===== config.mk =====
export PLATFORM = sky130hd
export DESIGN_NAME = uvst_ctrl
export DESIGN_NICKNAME = d
export VERILOG_FILES = /design/src/hw/rtl/uvst_pkg.sv /design/src/hw/rtl/uvst_ctrl.sv
export SDC_FILE = /design/constraint.sdc
export NUM_CORES = 1
export LEC_CHECK = 0
export ABC_AREA = 1
export BUFFER_PORTS_ARGS = -buffer_cell sky130_fd_sc_hd__buf_2
export CAP_MARGIN = 15
export CORE_AREA = 3 3 40 42
export DETAILED_ROUTE_END_ITERATION = 8
export DIE_AREA = 0 0 43 45
export PLACE_DENSITY = 0.48
export REMOVE_ABC_BUFFERS = 1
export SETUP_SLACK_MARGIN = 0.3
export SLEW_MARGIN = 20
export SYNTH_ARGS = -nofsm -noshare
export SYNTH_HDL_FRONTEND = slang
export SYNTH_SLANG_ARGS = --single-unit

===== constraint.sdc =====
create_clock -name clk -period 1.4 [get_ports clk]
set_input_delay 0.14 -clock clk [delete_from_list [all_inputs] [get_ports clk]]
set_output_delay 0.14 -clock clk [all_outputs]
set_load 0.05 [all_outputs]

===== src/hw/rtl/uvst_pkg.sv =====
// uvst_pkg: request and result types, codes and controller/datapath links
// for the unique value set table; no dependencies
package uvst_pkg;

    localparam int VALUE_W = 32;
    localparam int COUNT_W = 8;

    localparam logic [1:0] REQ_INSERT = 2'd0;
    localparam logic [1:0] REQ_REMOVE = 2'd1;
    localparam logic [1:0] REQ_QUERY  = 2'd2;
    localparam logic [1:0] REQ_SPARE  = 2'd3;

    localparam logic [1:0] ST_OK      = 2'd0;
    localparam logic [1:0] ST_DUP     = 2'd1;
    localparam logic [1:0] ST_MISSING = 2'd2;
    localparam logic [1:0] ST_FULL    = 2'd3;

    typedef struct packed {
        logic [1:0]                req_type;
        logic signed [VALUE_W-1:0] value;
    } req_t;

    typedef struct packed {
        logic [1:0]         status;
        logic [COUNT_W-1:0] count;
        logic               is_empty;
    } rsp_t;

    typedef struct packed {
        logic       load;
        logic       scan;
        logic       fetch;
        logic       append;
        logic       move;
        logic       finish;
        logic [1:0] status;
    } dp_cmd_t;

    typedef struct packed {
        logic       scan_done;
        logic       found;
        logic       full;
        logic [1:0] req_type;
    } dp_stat_t;

endpackage


===== src/hw/rtl/uvst_ctrl.sv =====
// uvst_ctrl: request sequencer that drives the datapath scan, move and append
// depends on uvst_pkg
module uvst_ctrl
    import uvst_pkg::*;
(
    input  logic     clk,
    input  logic     rst_n,
    input  logic     start,
    input  dp_stat_t stat,
    output dp_cmd_t  cmd,
    output logic     busy,
    output logic     done
);

    typedef enum logic [2:0] {
        S_IDLE,
        S_SCAN,
        S_FETCH,
        S_MOVE,
        S_APPEND
    } state_t;

    state_t state_reg, state_next;
    logic   done_reg, done_next;

    always_comb
    begin
        state_next = state_reg;
        done_next  = 1'b0;
        cmd        = '0;
        unique case (state_reg)
            S_IDLE:
            begin
                if (start)
                begin
                    cmd.load   = 1'b1;
                    state_next = S_SCAN;
                end
            end
            S_SCAN:
            begin
                cmd.scan = 1'b1;
                if (stat.scan_done)
                begin
                    priority if (stat.req_type == REQ_INSERT)
                    begin
                        if (stat.found)
                        begin
                            cmd.finish = 1'b1;
                            cmd.status = ST_DUP;
                        end
                        else if (stat.full)
                        begin
                            cmd.finish = 1'b1;
                            cmd.status = ST_FULL;
                        end
                    end
                    else if (stat.req_type == REQ_REMOVE)
                    begin
                        if (!stat.found)
                        begin
                            cmd.finish = 1'b1;
                            cmd.status = ST_MISSING;
                        end
                    end
                    else
                    begin
                        cmd.finish = 1'b1;
                        cmd.status = stat.found ? ST_OK : ST_MISSING;
                    end

                    if (cmd.finish)
                    begin
                        done_next  = 1'b1;
                        state_next = S_IDLE;
                    end
                    else if (stat.req_type == REQ_INSERT)
                    begin
                        state_next = S_APPEND;
                    end
                    else
                    begin
                        state_next = S_FETCH;
                    end
                end
            end
            S_FETCH:
            begin
                cmd.fetch  = 1'b1;
                state_next = S_MOVE;
            end
            S_MOVE:
            begin
                cmd.move   = 1'b1;
                cmd.finish = 1'b1;
                cmd.status = ST_OK;
                done_next  = 1'b1;
                state_next = S_IDLE;
            end
            S_APPEND:
            begin
                cmd.append = 1'b1;
                cmd.finish = 1'b1;
                cmd.status = ST_OK;
                done_next  = 1'b1;
                state_next = S_IDLE;
            end
            default:
            begin
                state_next = S_IDLE;
            end
        endcase
    end

    always_ff @(posedge clk or negedge rst_n)
    begin
        if (!rst_n)
        begin
            state_reg <= S_IDLE;
            done_reg  <= 1'b0;
        end
        else
        begin
            state_reg <= state_next;
            done_reg  <= done_next;
        end
    end

    assign busy = (state_reg != S_IDLE);
    assign done = done_reg;

endmodule


-- Yosys cells after proc, flatten, opt, wreduce, memory -nomap -nowiden
Index checks and enable logic that the tools add are counted.
- flip-flop bits (word level): 4
- logic and storage cells: 38
- output and inout port bits: 10
- input port bits: 8
- muxes and demuxes: 24
- equal/unequal tests: 7
- reduce and logical (&&, ||, !) cells: 5
- operator list (cell ; number):
    2-to-1 mux 3 bit ; 12
    case mux 3 bit (3 select lines) ; 1
    2-to-1 mux 1 bit ; 8
    equality test 3 x 2 -> 1 bit (second input constant) ; 2
    case mux 3 bit (2 select lines) ; 1
    inequality test 2 bit (second input constant) ; 2
    equality test 3 x 1 -> 1 bit (second input constant) ; 1
    equality test 3 bit (second input constant) ; 1
    zero test 3 bit ; 1
    nonzero test 3 bit ; 1
    equality test 2 x 1 -> 1 bit (second input constant) ; 1
    zero test 2 bit ; 1
    2-to-1 mux 2 bit ; 1
    case mux 1 bit (2 select lines) ; 1
    AND reduction 2 bit ; 1
    OR reduction 2 bit ; 1

-- Longest topological paths before layout
- word-level depth: 8
- depth in mapped cells: 6
- depth with buffers taken out: 5

-- Least setup slack after synthesis
Ideal clock, no wire load.
- kind: register to output
- start: register state_reg[0]
- end: output cmd[7] (netlist bit)
- arrival time: 1674 ps
- stages on the path, launching flop included: 4
- data required time: 1260 ps
- path buffers: 0
- setup slack: -414 ps
- path through: dfrtp_1 -> nor2_2 -> nand2_1 -> nor2_1
- RTL lines (what ; line ; text):
    from (decl) ; uvst_ctrl.sv:23 ; state_t state_reg, state_next;
    from (signal assigned) ; uvst_ctrl.sv:124 ; state_reg <= state_next;
    to (decl) ; uvst_ctrl.sv:10 ; output dp_cmd_t cmd,

==> metrics <==
outcome=complete, but fails checks; failing checks=negative setup slack; Final WS setup=-0.0634 ns; post-synthesis cell area=299 µm²; nets=83; Remaining Overflow, GRT=0; Setup WS pre-CTS=0.127 ns; share of cells above drive strength 1=63.0%; period utilization=105%; Max transition margin=76.3%; Routed Antenna Nets=0; combinational share of power=a little under three quarters; Period minus WS final=around 1.5 ns; post-synthesis sequential area ratio=approximately 33%; Critical Path Sink Type=output pin; Power Density=2010 nW/µm²; clock tree buffer depth=2; post-synth top area share=33.5%; WHS Path Cells=4; RSZ-0062 raised after global routing=true; DRT iter0 DRCs=3; height of the die=45 µm; reg2reg start=state_reg[1]$_DFFE_PN0P_; Max Freq=683 MHz; Largest register FFs=3; final hold viol count=0; core area=1280 µm²; Post-Syn Area per Cell=6.50 µm²; synthesized instance count=46; post-synthesis async set-or-reset flop share=100%; R2R cell count=7; PortBufs=17; worst hold margin=about 0.22 ns; wire length per cell=8.82 µm; GRT Overall Usage=9.77%; Psw=0.638 mW; Distinct cells, synth=14; HP Class=input port to flop; synth cell count leaders=9 x nor2_1, 8 x inv_1, 8 x nand2_1; WS Path Type=flop to output pin; clk root buf=clkbuf_4; sequential power share=roughly 16%; clock share of power=12.1%; max-cap violations=0; RR Endpoint=state_reg[2]$_DFFE_PN0P_; total power=1.22 mW; io pins=18; via/cell ratio=4.28; fin. max-slew vios=0; #FFs+latches synth=4; hold wc startpoint=stat[0]; Area Growth Syn to Fin=103%; r2r setup slk=0.20 ns; CP required=1.26 ns; top cells by area, synth=dfrtp_1 33%, nor2_1 11%, inv_1 10%; die area=1940 µm²; Max rail drop VDD=0.000983 V; Pleak=roughly 0.31 nW; clock sink total=4; Rows=13; Tightest Pin Transition=0.352 ns; HPWL after DPL=561 µm; clock tree from TritonCTS=built; Synth warnings=0; H-tree depth=1; clock skew=between 0.0015 and 0.002 ns; residual DRC count=0; DR vias=377; startpoint class of the critical path=flop; switch share=~52%; EDFF count, synth=0; initial core utilization=23.3%; drt first pass iters=3; n_diodes=0; antenna violations before repair=0; clk slew on worst S/H paths=0.04 ns; most frequent cell after synthesis=nor2_1; GP Congestion=between 0.7 and 0.8; WP data arrival=1.32 ns; fill count=135; vias in the first global route=approximately 350; Num CTS Buffers=3; Die W=43 µm; Int Power=approximately 0.6 mW; largest net degree at the start of global routing=6; hold endpoint=state_reg[2]$_DFFE_PN0P_; Top FF cell, synth=dfrtp_1; crit path max fanout=2; Worst Setup SP=state_reg[1]$_DFFE_PN0P_; Total Wirelength=776 µm; first-pass GRT wire length=1.31 mm; Synth area leader=dfrtp_1; Worst-Skew Late Latency=around 0.24 ns; Finish-stage setup viols=4
[metal layers]
layer	track usage [%]	vias up	wire length [µm]
li1	-	192	-
met1	10.9	165	313
met2	12.9	18	354
met3	5.58	2	92
met4	9.04	0	16
met5	0	-	0
[how the worst max path moves through the flow]
stage / to / slack, ns / cells past startpoint
floorplan: done$_DFF_PN0_ / -0.43 / 4
global placement: cmd[0] / 0.13 / 6
detailed placement: cmd[1] / 0.13 / 6
CTS: cmd[1] / -0.07 / 6
global route: cmd[1] / -0.13 / 6
finish: cmd[6] / -0.06 / 6
[critical path, stage by stage (launching register included)]
cell	delay, ns
dfrtp_1	0.39
nor2_2	0.17
nand2_2	0.09
buf_4	0.14
buf_6	0.11
clkinv_4	0.04
buf_8	0.13
[power by group through the flow]
| stage | combinational [mW] | sequential (mW) | clock [mW] |
|---|---|---|---|
| floorplan | 0.439 | 0.222 | 0 |
| global placement | 0.601 | 0.188 | 0 |
| detailed placement | 0.596 | 0.187 | 0 |
| CTS | 0.771 | 0.196 | 0.158 |
| global route | 0.931 | 0.202 | 0.163 |
| finish | 0.878 | 0.197 | 0.148 |
[layout make-up]
type / instances / area [µm²] / share of cell area (%)
timing repair buffer: 25 / 226 / 37.3
multi-input combinational: 31 / 193 / 31.8
sequential: 4 / 101 / 16.7
inverter: 10 / 45.0 / 7.42
clock buffer: 3 / 22.5 / 3.71
tap: 15 / 18.8 / 3.09
[layout by cell type, fill, tap and decap left out, drive strengths merged]
master	count
a21oi	1
buf	24
clkbuf	3
clkinv	1
dfrtp	4
dlygate4sd3	1
inv	9
nand2	9
nand3	4
nor2	14
nor3b	1
o21ai	2
[kinds of logic (layout without fill, tap and decap cells)]
kind of cell / Yosys count / count (layout) / synth area share, %
buffers and inverters: 11 / 38 / 15.1
AND/OR/NAND/NOR: 28 / 28 / 46.4
flip-flops: 4 / 4 / 33.5
AO/OA/AOI/OAI: 3 / 3 / 5.02
[repair_timing]
action,4_1_cts,5_1_grt
setup endpoints to repair,9,11
pin swaps,5,4
gates resized for setup,27,14
hold endpoints to repair,4,0
setup buffers,3,3
hold buffers,1,0
[metrics by stage]
stage / setup TNS (ns) / instance area (µm²) / util (%) / cells
after floorplan: -1.53 / 292 / - / 45
after global placement: 0 / 403 / 31.4 / 78
after detailed placement: 0 / 403 / 31.4 / 78
after CTS: -0.168 / 539 / 42.0 / 85
after global routing: -0.560 / 607 / 47.2 / 88
final: -0.191 / 607 / 47.2 / 88
(Power assumes the default switching activity.)
